[src/hdl/sdcf_pkg.sv]
// Shared types and constants for the spring-damper contact force block.
`timescale 1ns / 1ps
`default_nettype none
package sdcf_pkg;

    localparam int HEIGHT_W = 24;
    localparam int DEPTH_W  = 25;
    localparam int STAMP_W  = 63;
    localparam int COEF_W   = 20;
    localparam int FORCE_W  = 40;
    localparam int SPRING_W = 44;
    localparam int NUM_W    = 55;
    localparam int VEL_W    = 47;
    localparam int DTERM_W  = 48;
    localparam int CNT_W    = 6;
    localparam int IDX_W    = 2;

    localparam logic [29:0]          NS_PER_S  = 30'd1000000000;
    localparam logic [DTERM_W-1:0]   DAMP_LIM  = 48'h4000_0000_0000;
    localparam logic [FORCE_W-1:0]   FORCE_MAX = 40'hFF_FFFF_FFFF;

    localparam logic signed [HEIGHT_W-1:0] CONTACT_RESET   = -24'sd400000;
    localparam logic [COEF_W-1:0]          STIFFNESS_RESET = 20'd5000;
    localparam logic [COEF_W-1:0]          DAMPING_RESET   = 20'd50;

    localparam logic [IDX_W-1:0] REG_CONTACT   = 2'd0;
    localparam logic [IDX_W-1:0] REG_STIFFNESS = 2'd1;
    localparam logic [IDX_W-1:0] REG_DAMPING   = 2'd2;

    localparam logic [CNT_W-1:0] DIV_LAST  = CNT_W'(NUM_W - 1);
    localparam logic [CNT_W-1:0] DMUL_TOP  = CNT_W'(COEF_W - 1);

    typedef struct packed {
        logic                contact;
        logic                need_vel;
        logic                vneg;
        logic [HEIGHT_W-1:0] depth;
        logic [DEPTH_W-1:0]  dmag;
        logic [STAMP_W-1:0]  dt;
    } sdcf_entry_t;

    typedef struct packed {
        logic busy;
        logic load;
    } sdcf_back_stat_t;

    typedef enum logic [2:0] {
        ST_IDLE,
        ST_MUL,
        ST_DIV,
        ST_DMUL,
        ST_SUM
    } sdcf_state_t;

endpackage
`default_nettype wire

[src/hdl/sdcf_front.sv]
// Front part: takes input items, forms depth and velocity terms, and queues them.
`timescale 1ns / 1ps
`default_nettype none
module sdcf_front
    import sdcf_pkg::*;
(
    input  wire logic                       clk,
    input  wire logic                       rst_n,
    input  wire logic                       in_valid,
    output logic                            in_ready,
    input  wire logic signed [HEIGHT_W-1:0] height_um,
    input  wire logic [STAMP_W-1:0]         stamp_ns,
    input  wire logic signed [HEIGHT_W-1:0] contact_height,
    input  wire logic                       q_full,
    output logic                            q_push,
    output sdcf_entry_t                     q_entry
);

    logic signed [DEPTH_W-1:0] last_depth_reg, last_depth_next;
    logic [STAMP_W-1:0]        last_stamp_reg, last_stamp_next;
    logic                      seen_reg, seen_next;

    logic signed [DEPTH_W-1:0] depth;
    logic signed [DEPTH_W:0]   diff;
    logic [STAMP_W-1:0]        dt;
    logic                      later;

    always_comb
    begin
        in_ready = !q_full;
        q_push   = in_valid && !q_full;

        depth = DEPTH_W'(contact_height) - DEPTH_W'(height_um);
        diff  = (DEPTH_W + 1)'(depth) - (DEPTH_W + 1)'(last_depth_reg);
        dt    = stamp_ns - last_stamp_reg;
        later = stamp_ns > last_stamp_reg;

        q_entry.contact  = !depth[DEPTH_W-1] && (depth != '0);
        q_entry.need_vel = seen_reg && later && (dt >= STAMP_W'(2));
        q_entry.vneg     = diff[DEPTH_W];
        q_entry.depth    = depth[HEIGHT_W-1:0];
        q_entry.dmag     = diff[DEPTH_W] ? DEPTH_W'(-diff) : diff[DEPTH_W-1:0];
        q_entry.dt       = dt;

        last_depth_next = last_depth_reg;
        last_stamp_next = last_stamp_reg;
        seen_next       = seen_reg;
        if (q_push)
        begin
            last_depth_next = depth;
            last_stamp_next = stamp_ns;
            seen_next       = 1'b1;
        end
    end

    always_ff @(posedge clk or negedge rst_n)
    begin
        if (!rst_n)
        begin
            last_depth_reg <= '0;
            last_stamp_reg <= '0;
            seen_reg       <= 1'b0;
        end
        else
        begin
            last_depth_reg <= last_depth_next;
            last_stamp_reg <= last_stamp_next;
            seen_reg       <= seen_next;
        end
    end

endmodule
`default_nettype wire

[src/hdl/sdcf_queue.sv]
// Two-entry queue between the front and back parts.
`timescale 1ns / 1ps
`default_nettype none
module sdcf_queue
    import sdcf_pkg::*;
(
    input  wire logic        clk,
    input  wire logic        rst_n,
    input  wire logic        push,
    input  wire sdcf_entry_t wr_entry,
    input  wire logic        pop,
    output sdcf_entry_t      rd_entry,
    output logic             not_empty,
    output logic             full
);

    sdcf_entry_t mem_reg [2];
    logic       wr_ptr_reg, wr_ptr_next;
    logic       rd_ptr_reg, rd_ptr_next;
    logic [1:0] count_reg, count_next;

    always_comb
    begin
        not_empty   = count_reg != 2'd0;
        full        = count_reg == 2'd2;
        rd_entry    = mem_reg[rd_ptr_reg];
        wr_ptr_next = push ? !wr_ptr_reg : wr_ptr_reg;
        rd_ptr_next = pop ? !rd_ptr_reg : rd_ptr_reg;
        count_next  = count_reg + 2'(push) - 2'(pop);
    end

    always_ff @(posedge clk)
    begin
        if (push)
        begin
            mem_reg[wr_ptr_reg] <= wr_entry;
        end
    end

    always_ff @(posedge clk or negedge rst_n)
    begin
        if (!rst_n)
        begin
            wr_ptr_reg <= 1'b0;
            rd_ptr_reg <= 1'b0;
            count_reg  <= 2'd0;
        end
        else
        begin
            wr_ptr_reg <= wr_ptr_next;
            rd_ptr_reg <= rd_ptr_next;
            count_reg  <= count_next;
        end
    end

endmodule
`default_nettype wire

[src/hdl/sdcf_back.sv]
// Back part: spring term, radix-2 velocity divider, serial damping multiply, clamp.
`timescale 1ns / 1ps
`default_nettype none
module sdcf_back
    import sdcf_pkg::*;
(
    input  wire logic               clk,
    input  wire logic               rst_n,
    input  wire logic               q_valid,
    input  wire sdcf_entry_t        q_entry,
    output logic                    q_pop,
    input  wire logic [COEF_W-1:0]  stiffness,
    input  wire logic [COEF_W-1:0]  damping,
    output logic                    out_valid,
    input  wire logic               out_ready,
    output logic [FORCE_W-1:0]      force_un,
    output sdcf_back_stat_t         stat
);

    sdcf_state_t state_reg, state_next;

    logic                 contact_reg, contact_next;
    logic                 need_vel_reg, need_vel_next;
    logic                 vneg_reg, vneg_next;
    logic [HEIGHT_W-1:0]  depth_reg, depth_next;
    logic [DEPTH_W-1:0]   dmag_reg, dmag_next;
    logic [STAMP_W-1:0]   dt_reg, dt_next;
    logic [SPRING_W-1:0]  spring_reg, spring_next;
    logic [NUM_W-1:0]     quo_reg, quo_next;
    logic [STAMP_W-1:0]   rem_reg, rem_next;
    logic [DTERM_W-1:0]   acc_reg, acc_next;
    logic [CNT_W-1:0]     cnt_reg, cnt_next;
    logic                 out_valid_reg, out_valid_next;
    logic [FORCE_W-1:0]   force_reg, force_next;

    logic [STAMP_W:0]     rem_shift;
    logic                 ge;
    logic [VEL_W-1:0]     vclamp;
    logic [DTERM_W-1:0]   addend;
    logic [DTERM_W-1:0]   dsum;
    logic [DTERM_W-1:0]   spring_ext;
    logic [DTERM_W-1:0]   total;
    logic                 slot_free;

    always_comb
    begin
        state_next     = state_reg;
        contact_next   = contact_reg;
        need_vel_next  = need_vel_reg;
        vneg_next      = vneg_reg;
        depth_next     = depth_reg;
        dmag_next      = dmag_reg;
        dt_next        = dt_reg;
        spring_next    = spring_reg;
        quo_next       = quo_reg;
        rem_next       = rem_reg;
        acc_next       = acc_reg;
        cnt_next       = cnt_reg;
        out_valid_next = out_valid_reg;
        force_next     = force_reg;
        q_pop          = 1'b0;
        stat.load      = 1'b0;

        // One quotient bit per cycle.
        rem_shift = {rem_reg, quo_reg[NUM_W-1]};
        ge        = rem_shift >= {1'b0, dt_reg};

        // Velocities at or above the damping limit all give the same saturated term.
        vclamp = (quo_reg[NUM_W-1:VEL_W-1] != '0) ? VEL_W'(DAMP_LIM) : quo_reg[VEL_W-1:0];
        addend = damping[cnt_reg[4:0]] ? DTERM_W'(vclamp) : '0;
        dsum   = {acc_reg[DTERM_W-2:0], 1'b0} + addend;

        spring_ext = DTERM_W'(spring_reg);
        if (vneg_reg)
        begin
            total = (acc_reg >= spring_ext) ? '0 : spring_ext - acc_reg;
        end
        else
        begin
            total = spring_ext + acc_reg;
        end

        slot_free = !out_valid_reg || out_ready;
        if (out_valid_reg && out_ready)
        begin
            out_valid_next = 1'b0;
        end

        case (state_reg)
            ST_IDLE:
            begin
                if (q_valid)
                begin
                    q_pop         = 1'b1;
                    contact_next  = q_entry.contact;
                    need_vel_next = q_entry.need_vel;
                    vneg_next     = q_entry.vneg;
                    depth_next    = q_entry.depth;
                    dmag_next     = q_entry.dmag;
                    dt_next       = q_entry.dt;
                    state_next    = ST_MUL;
                end
            end
            ST_MUL:
            begin
                spring_next = SPRING_W'(stiffness) * SPRING_W'(depth_reg);
                quo_next    = NUM_W'(dmag_reg) * NUM_W'(NS_PER_S);
                rem_next    = '0;
                acc_next    = '0;
                cnt_next    = '0;
                if (contact_reg && need_vel_reg)
                begin
                    state_next = ST_DIV;
                end
                else
                begin
                    state_next = ST_SUM;
                end
            end
            ST_DIV:
            begin
                rem_next = ge ? STAMP_W'(rem_shift - {1'b0, dt_reg}) : rem_shift[STAMP_W-1:0];
                quo_next = {quo_reg[NUM_W-2:0], ge};
                cnt_next = cnt_reg + CNT_W'(1);
                if (cnt_reg == DIV_LAST)
                begin
                    cnt_next   = DMUL_TOP;
                    state_next = ST_DMUL;
                end
            end
            ST_DMUL:
            begin
                // Saturation commutes with the doubling, so clamp at every step.
                acc_next = (dsum > DAMP_LIM) ? DAMP_LIM : dsum;
                cnt_next = cnt_reg - CNT_W'(1);
                if (cnt_reg == '0)
                begin
                    state_next = ST_SUM;
                end
            end
            ST_SUM:
            begin
                if (slot_free)
                begin
                    stat.load      = 1'b1;
                    out_valid_next = 1'b1;
                    if (!contact_reg)
                    begin
                        force_next = '0;
                    end
                    else if (total[DTERM_W-1:FORCE_W] != '0)
                    begin
                        force_next = FORCE_MAX;
                    end
                    else
                    begin
                        force_next = total[FORCE_W-1:0];
                    end
                    state_next = ST_IDLE;
                end
            end
            default:
            begin
                state_next = ST_IDLE;
            end
        endcase

        stat.busy = state_reg != ST_IDLE;
        out_valid = out_valid_reg;
        force_un  = force_reg;
    end

    always_ff @(posedge clk)
    begin
        contact_reg  <= contact_next;
        need_vel_reg <= need_vel_next;
        vneg_reg     <= vneg_next;
        depth_reg    <= depth_next;
        dmag_reg     <= dmag_next;
        dt_reg       <= dt_next;
        spring_reg   <= spring_next;
        quo_reg      <= quo_next;
        rem_reg      <= rem_next;
        acc_reg      <= acc_next;
        cnt_reg      <= cnt_next;
        force_reg    <= force_next;
    end

    always_ff @(posedge clk or negedge rst_n)
    begin
        if (!rst_n)
        begin
            state_reg     <= ST_IDLE;
            out_valid_reg <= 1'b0;
        end
        else
        begin
            state_reg     <= state_next;
            out_valid_reg <= out_valid_next;
        end
    end

endmodule
`default_nettype wire

[src/hdl/spring_damper_contact_force_top.sv]
// With velocity, an item passes through the 55-step radix-2 divider and the 20-step
// serial damping multiply; without contact or velocity both are skipped. The back part
// takes the next item only when idle, and loads a result once the previous one is taken.
// The two-entry queue lets two further items be taken while the back part is busy.
// Reset clears the configuration registers to their defaults and forgets the previous item.
`timescale 1ns / 1ps
`default_nettype none
module spring_damper_contact_force_top
    import sdcf_pkg::*;
(
    input  wire logic                       clk,
    input  wire logic                       rst_n,
    input  wire logic                       cfg_we,
    input  wire logic [IDX_W-1:0]           cfg_index,
    input  wire logic [HEIGHT_W-1:0]        cfg_data,
    input  wire logic                       in_valid,
    output logic                            in_ready,
    input  wire logic signed [HEIGHT_W-1:0] height_um,
    input  wire logic [STAMP_W-1:0]         stamp_ns,
    output logic                            out_valid,
    input  wire logic                       out_ready,
    output logic [FORCE_W-1:0]              force_un
);

    logic signed [HEIGHT_W-1:0] contact_height_reg, contact_height_next;
    logic [COEF_W-1:0]          stiffness_reg, stiffness_next;
    logic [COEF_W-1:0]          damping_reg, damping_next;

    logic            q_push;
    logic            q_pop;
    logic            q_full;
    logic            q_not_empty;
    sdcf_entry_t     wr_entry;
    sdcf_entry_t     rd_entry;
    sdcf_back_stat_t back_stat;

    always_comb
    begin
        contact_height_next = contact_height_reg;
        stiffness_next      = stiffness_reg;
        damping_next        = damping_reg;
        if (cfg_we)
        begin
            case (cfg_index)
                REG_CONTACT:   contact_height_next = cfg_data;
                REG_STIFFNESS: stiffness_next      = cfg_data[COEF_W-1:0];
                REG_DAMPING:   damping_next        = cfg_data[COEF_W-1:0];
                default:       ;
            endcase
        end
    end

    always_ff @(posedge clk or negedge rst_n)
    begin
        if (!rst_n)
        begin
            contact_height_reg <= CONTACT_RESET;
            stiffness_reg      <= STIFFNESS_RESET;
            damping_reg        <= DAMPING_RESET;
        end
        else
        begin
            contact_height_reg <= contact_height_next;
            stiffness_reg      <= stiffness_next;
            damping_reg        <= damping_next;
        end
    end

    sdcf_front u_front (
        .clk            (clk),
        .rst_n          (rst_n),
        .in_valid       (in_valid),
        .in_ready       (in_ready),
        .height_um      (height_um),
        .stamp_ns       (stamp_ns),
        .contact_height (contact_height_reg),
        .q_full         (q_full),
        .q_push         (q_push),
        .q_entry        (wr_entry)
    );

    sdcf_queue u_queue (
        .clk       (clk),
        .rst_n     (rst_n),
        .push      (q_push),
        .wr_entry  (wr_entry),
        .pop       (q_pop),
        .rd_entry  (rd_entry),
        .not_empty (q_not_empty),
        .full      (q_full)
    );

    sdcf_back u_back (
        .clk       (clk),
        .rst_n     (rst_n),
        .q_valid   (q_not_empty),
        .q_entry   (rd_entry),
        .q_pop     (q_pop),
        .stiffness (stiffness_reg),
        .damping   (damping_reg),
        .out_valid (out_valid),
        .out_ready (out_ready),
        .force_un  (force_un),
        .stat      (back_stat)
    );

    a_no_push_full: assert property (@(posedge clk) disable iff (!rst_n)
        q_full |-> !q_push)
        else $error("queue written while full");

    a_no_pop_empty: assert property (@(posedge clk) disable iff (!rst_n)
        q_pop |-> (q_not_empty && !back_stat.busy))
        else $error("queue read while empty or back part busy");

    a_load_slot_free: assert property (@(posedge clk) disable iff (!rst_n)
        back_stat.load |-> (!out_valid || out_ready))
        else $error("result loaded over one not yet transferred");

    a_load_sets_valid: assert property (@(posedge clk) disable iff (!rst_n)
        back_stat.load |=> (out_valid && !back_stat.busy))
        else $error("loaded result not presented");

endmodule
`default_nettype wire
[config.mk]
export PLATFORM = sky130hd
export DESIGN_NAME = spring_damper_contact_force_top
export DESIGN_NICKNAME = d
export VERILOG_FILES = /design/src/hdl/sdcf_pkg.sv /design/src/hdl/sdcf_front.sv /design/src/hdl/sdcf_queue.sv /design/src/hdl/sdcf_back.sv /design/src/hdl/spring_damper_contact_force_top.sv
export SDC_FILE = /design/constraint.sdc
export NUM_CORES = 2
export LEC_CHECK = 0
export BUFFER_PORTS_ARGS = -buffer_cell sky130_fd_sc_hd__buf_2
export CORE_MARGIN = 8
export CORE_UTILIZATION = 65
export CTS_CLUSTER_SIZE = 40
export DETAILED_ROUTE_END_ITERATION = 6
export PLACE_DENSITY = 0.82
export SETUP_SLACK_MARGIN = 0.2
export SYNTH_ARGS = -nofsm -noshare
export SYNTH_HDL_FRONTEND = slang
export SYNTH_HIERARCHICAL = 1
export SYNTH_SLANG_ARGS = --single-unit
[constraint.sdc]
create_clock -name clk -period 10.5 [get_ports clk]
set_input_delay 0.525 -clock clk [delete_from_list [all_inputs] [get_ports clk]]
set_output_delay 0.525 -clock clk [all_outputs]
set_load 0.01 [all_outputs]
# After elaboration in Yosys (flattened, before gate mapping)
# Memory sizes are Yosys's and may differ from the RTL's. A register that Yosys moved wholly into a read port is not among the register bits.
# Index checks and enable logic that the tools add are counted.
dict set report word_totals {
  memories 1
  input_bits 118
  register_bits 417
  ram_bits 230
  output_inout_bits 42
  word_cells 106
}
# memory depth word_bits read_ports rd_ports_with_merged_regs wr line_no
set memory_table {}
lappend memory_table {u_queue.mem_reg 2 115 1 1 1 sdcf_queue.sv:17} ;# sdcf_entry_t mem_reg [2];
dict set report classes {
  n_eq_ne 12
  mul 2
  n_reduce_logical 28
  magnitude_cmp 6
  mux 28
  n_addsub 12
}
# operator n
set op_table {}
lappend op_table {{$mux W48} 3}
lappend op_table {{$pmux W63 S2} 1}
lappend op_table {{$sub A63 B63 Y63} 2}
lappend op_table {{$pmux W55 S2} 1}
lappend op_table {{$pmux W48 S2} 1}
lappend op_table {{$mux W47} 2}
lappend op_table {{$ge A64 B63 Y1} 1}
lappend op_table {{$ge A63 B2 Y1 const B} 1}
lappend op_table {{$gt A63 B63 Y1} 1}
lappend op_table {{$mux W63} 1}
lappend op_table {{$add A44 B48 Y48} 1}
lappend op_table {{$add A48 B48 Y48} 1}
lappend op_table {{$ge A48 B44 Y1} 1}
lappend op_table {{$gt A48 B47 Y1 const B} 1}
lappend op_table {{$sub A44 B48 Y48} 1}
lappend op_table {{$mul A25 B21 Y46 const B} 1}
lappend op_table {{$mul A20 B24 Y44} 1}
lappend op_table {{$mux W40} 1}
lappend op_table {{$sub A25 B25 Y26} 1}
lappend op_table {{$mux W25} 1}
lappend op_table {{$neg A25 Y25} 1}
lappend op_table {{$reduce_bool A25 Y1} 1}
lappend op_table {{$sub A24 B24 Y25} 1}
lappend op_table {{$pmux W6 S3} 1}
lappend op_table {{30 further kinds} 60}

# Depth between registers and ports, before layout
dict set report depth {
  ltp_word 7
  depth_mapped 28
  ltp_nobuf 27
}

# Modules after synthesis
# Netlist, hierarchy kept.
# module seq_area_each_um2 area_each_um2 cells_each instances
set by_module_without_submodules {}
lappend by_module_without_submodules {sdcf_back 11240.8 53154.7 5738 1}
lappend by_module_without_submodules {sdcf_front 2227.1 10812.9 1459 1}
lappend by_module_without_submodules {sdcf_queue 7006.7 8653.3 373 1}
lappend by_module_without_submodules {spring_damper_contact_force_top 1626.6 2423.6 137 1}

# Worst setup path before layout
# OpenSTA, ideal clock, no wires.
dict set report synth_timing {
  path_type {register -> register}
  from {register u_back.state_reg[2]}
  to {register u_queue.count_reg[1]}
  setup_time_ps 135
  arrival_ps 7113
  required_time_ps 10365
  n_path_buf 1
  path_stages_with_launch 8
  slack_ps 3252
  period_less_slack_ps 7248
  path_cell_list {dfrtp_1 > clkbuf_1 > or3_1 > nor2_1 > ha_1 > inv_1 > ha_1 > xor3_1}
}
dict set report synth_between {
  elab_chain_len 3
}
# item line_no
set synth_lines {}
lappend synth_lines {{from (decl)} sdcf_back.sv:20} ;# sdcf_state_t state_reg, state_next;
lappend synth_lines {{from (signal assigned)} sdcf_back.sv:198} ;# state_reg <= state_next;
lappend synth_lines {{$logic_not A3 Y1} sdcf_back.sv:89} ;# case (state_reg)
lappend synth_lines {{$mux W1} sdcf_back.sv:89}
lappend synth_lines {{net q_pop} spring_damper_contact_force_top.sv:30} ;# logic q_pop;
lappend synth_lines {{$sub A2 B1 Y2} sdcf_queue.sv:29} ;# count_next = count_reg + 2'(push) - 2'(pop);
lappend synth_lines {{net u_queue.count_next[1]} sdcf_queue.sv:20} ;# logic [1:0] count_reg, count_next;
lappend synth_lines {{to (signal assigned)} sdcf_queue.sv:52} ;# count_reg <= count_next;
lappend synth_lines {{to (decl)} sdcf_queue.sv:20}
# The timed path passes the listed nets, and every way through them passes these cells.
# A chain may end at the register's enable or synchronous reset.

# Worst setup path after layout
dict set report layout_timing {
  from {register stiffness_reg[4]}
  to {register u_back.spring_reg[40], data pin}
}
dict set report layout_between {
  elab_chain_len 1
}
# item line_no
set layout_lines {}
lappend layout_lines {{from (decl)} spring_damper_contact_force_top.sv:26} ;# logic [COEF_W-1:0] stiffness_reg, stiffness_next;
lappend layout_lines {{from (signal assigned)} spring_damper_contact_force_top.sv:64} ;# stiffness_reg <= stiffness_next;
lappend layout_lines {{$mul A20 B24 Y44} sdcf_back.sv:106} ;# spring_next = SPRING_W'(stiffness) * SPRING_W'(depth_reg);
lappend layout_lines {{to (signal assigned)} sdcf_back.sv:181} ;# spring_reg <= spring_next;
lappend layout_lines {{to (decl)} sdcf_back.sv:28} ;# logic [SPRING_W-1:0] spring_reg, spring_next;
# Every way passes these cells.

==> flow_metrics.py <==
metrics = {
    "status": {
        "status": "finished clean",
    },
    "worst_setup_path": {
        "crit_path_start": "stiffness_reg[4]",
        "cp.arrival_ns": 8.50,
        "critPathRequiredTime_ns": 10.90,
        "critPathCaptureType": "flip-flop",
        "path_class": "flip-flop to flip-flop",
        "rr_startpoint": "stiffness_reg[4]",
        "cp-start-kind": "flip-flop",
        "path_max_fanout": 25,
    },
    "clocking": {
        "numCtsBuffers": 84,
        "clk_path_buf_depth": 3,
        "clk_pin_slew_ns": 0.07,
        "cts.sinks": 762,
        "clk_latency_ns": 0.68,
        "cts.repair.resized": 0,
        "cts_htree_levels": 3,
        "cts_root_buf": "clkbuf_16",
        "cts_tree": "built",
        "cts_setup_buffers": 0,
    },
    "logic_synthesis": {
        "ys_seq_area_frac": 0.295,
        "syn_nets": 9159,
        "synth_seq_cells": 762,
        "yosys.area.top_type": "edfxtp_1",
        "netlist_top_cells_area": "edfxtp_1 24%, fa_1 17%, ha_1 12%",
        "syn-cell-area_um2": 75000,
        "yosys_warnings": 6,
        "synth.distinct_cells": 120,
        "synth_flop_cell": "edfxtp_1",
        "synth_top_area_share": 0.240,
        "syn_avg_cell_area_um2": 9.74,
        "syn_inst": 7707,
        "async_flop_share": 0.211,
        "synth_edf_count": 601,
    },
    "timing": {
        "rsz0062_at_grt": "no",
        "slew_headroom": 0.162,
        "fin_crit_ns": 8.10,
        "tns_ns": 0,
        "final-hold-violation-count": 0,
        "clock.fmax_mhz": 124,
        "finalClockSkew_ns": 0.0461,
        "tightest_slew_ns": 1.25,
        "finalMaxSlewViolations": 0,
        "period_share": 0.771,
        "setup_viol": 0,
    },
    "global_routing": {
        "grt_pass1_vias": 57672,
        "grt_pass1_wl_um": 325000,
        "grt_overflow_total": 0,
        "grt_usage": 0.324,
        "antenna_found_initial": 7,
        "grt_max_degree": 93,
    },
    "drt": {
        "routedWlPerCell_um": 22.5,
        "drt_iter0_drc": 6398,
        "first_pass_iters": 6,
        "post-route-drc-count": 0,
        "ant_nets": 0,
        "vias": 57658,
        "routed_wl_um": 208000,
        "via_per_inst": 6.24,
    },
    "floorplanning": {
        "placementRows": 124,
        "dieArea_um2": 127000,
        "die_h_um": 356,
        "initial_core_util": 0.655,
        "die_w_um": 356,
        "ios": 160,
        "coreArea_um2": 115000,
    },
    "min_path": {
        "hp-class": "primary input to flip-flop",
        "hp-start": "stamp_ns[51]",
    },
    "final_layout": {
        "final_nets": 9111,
        "drive_above_1_share": 0.0850,
        "largest_reg_flops": 230,
        "syn2layout_area_growth_pct": 6.08,
    },
    "flow_run": {
        "max_cap_violations": 0,
    },
    "place": {
        "gp_congestion": 1.01,
        "dpl.hpwl_um": 162000,
        "io_buffers": 159,
    },
}
==> area by class of cell <==
| class | count | area (µm²) |
|---|---|---|
| diodes | 2 | 5.00 |
| clock inverters | 58 | 782 |
| clock buffers | 99 | 2210 |
| fillers | 8563 | 34900 |
| multi-input cells | 5467 | 47200 |
| well taps | 1512 | 1890 |
| flip-flops and latches | 762 | 22100 |
| repair buffers | 200 | 1110 |
| inverters | 1144 | 4300 |
==> synthesized netlist by cell type, types with 82 or more instances <==
cell type	n
inv_1	1137
a21o_1	186
nor2_1	399
edfxtp_1	601
a21oi_1	472
fa_1	632
xnor2_1	176
o21ai_0	333
mux2_2	143
nand4_1	92
xor2_1	134
ha_1	702
o21a_1	98
nand2_1	679
nand3_1	82
clkbuf_1	239
dfrtp_1	141
and2_1	298
==> cell families after synthesis <==
| logic type | share of synthesized area |
|---|---|
| XOR/XNOR | 0.0365 |
| other | 0.0000500 |
| AND/OR/NAND/NOR | 0.127 |
| AO/OA/AOI/OAI | 0.139 |
| adder cells (fa/ha/maj) | 0.286 |
| flip-flops | 0.295 |
| buffers and inverters | 0.0775 |
| multiplexers | 0.0395 |
==> timing repair <==
action                     CTS  global route
setup endpoints to repair    0             0
hold endpoints to repair    44             0
hold buffers                 1             0
==> cell usage in the layout (no fill, tap or decap), types with 26 or more instances in the layout <==
cell type and n:
a211oi_1 39, a21o_1 186, a21oi_1 471, a31oi_1 43, and2_1 297, and3_1 46, buf_2 158, buf_4 40
clkbuf_16 84, dfrtp_1 140, edfxtp_1 601, fa_1 632, ha_1 702, inv_1 1137, mux2_2 143, mux2_4 40
mux2i_1 65, nand2_1 678, nand2b_1 51, nand3_1 82, nand4_1 92, nor2_1 396, nor2b_1 50, nor3_1 80
nor4_1 33, o211ai_1 26, o21a_1 98, o21ai_0 333, o21ai_1 33, o21bai_1 65, o31ai_1 43, or2_2 26
or3_1 34, xnor2_1 176, xor2_1 134
==> per-layer routing <==
| metal | GRT usage | share of wire | up-vias |
|---|---|---|---|
| li1 | - | - | 26140 |
| met1 | 0.451 | 0.41 | 28207 |
| met2 | 0.505 | 0.45 | 2902 |
| met3 | 0.0817 | 0.11 | 403 |
| met4 | 0.0953 | 0.032 | 6 |
| met5 | 0 | 0.00020 | - |
==> path summary, 6_finish.rpt <==
check	cells past startpoint	to	slack, ns
setup reg to reg	25	u_back/spring_reg[40]	2.40
setup / recovery	25	u_back/spring_reg[40]	2.40
max in group asynchronous	4	u_queue/rd_ptr_reg	8.12
hold reg to reg	2	u_front/last_depth_reg[3]	0.49
hold / removal	3	u_front/last_stamp_reg[51]	0.05
min in group asynchronous	2	u_front/last_stamp_reg[33]	0.32
==> worst max-delay path, cell delays in order, from the launching register on <==
cell and delay [ns]:
dfrtp_1 0.97, and2_1 0.27, fa_1 0.42, fa_1 0.52
inv_1 0.07, fa_1 0.55, inv_1 0.06, fa_1 0.52
fa_1 0.45, fa_1 0.54, inv_1 0.05, fa_1 0.54
inv_1 0.04, ha_1 0.39, a21o_1 0.22, a21o_1 0.18
a21o_1 0.19, a21oi_1 0.15, nor2b_1 0.07, a311oi_1 0.47
o211ai_1 0.25, a31o_2 0.31, a21oi_1 0.25, o21bai_1 0.09
a21oi_1 0.18, xnor2_1 0.09
==> per-stage QoR <==
stage	hold slack [ns]	instance area, µm²	instances	util	worst slack (ns)
floorplan	0.229	75000	7707	-	3.25
global placement	0.445	76600	9084	0.669	2.70
detailed placement	0.472	76600	9084	0.669	2.50
CTS	0.00389	79600	9242	0.695	2.49
global route	0.0309	79600	9242	0.695	2.03
finish	0.0470	79600	9244	0.695	2.40
Power is not shown: default switching activity piles up to over one toggle a cycle in this logic, so the estimate is an artifact.
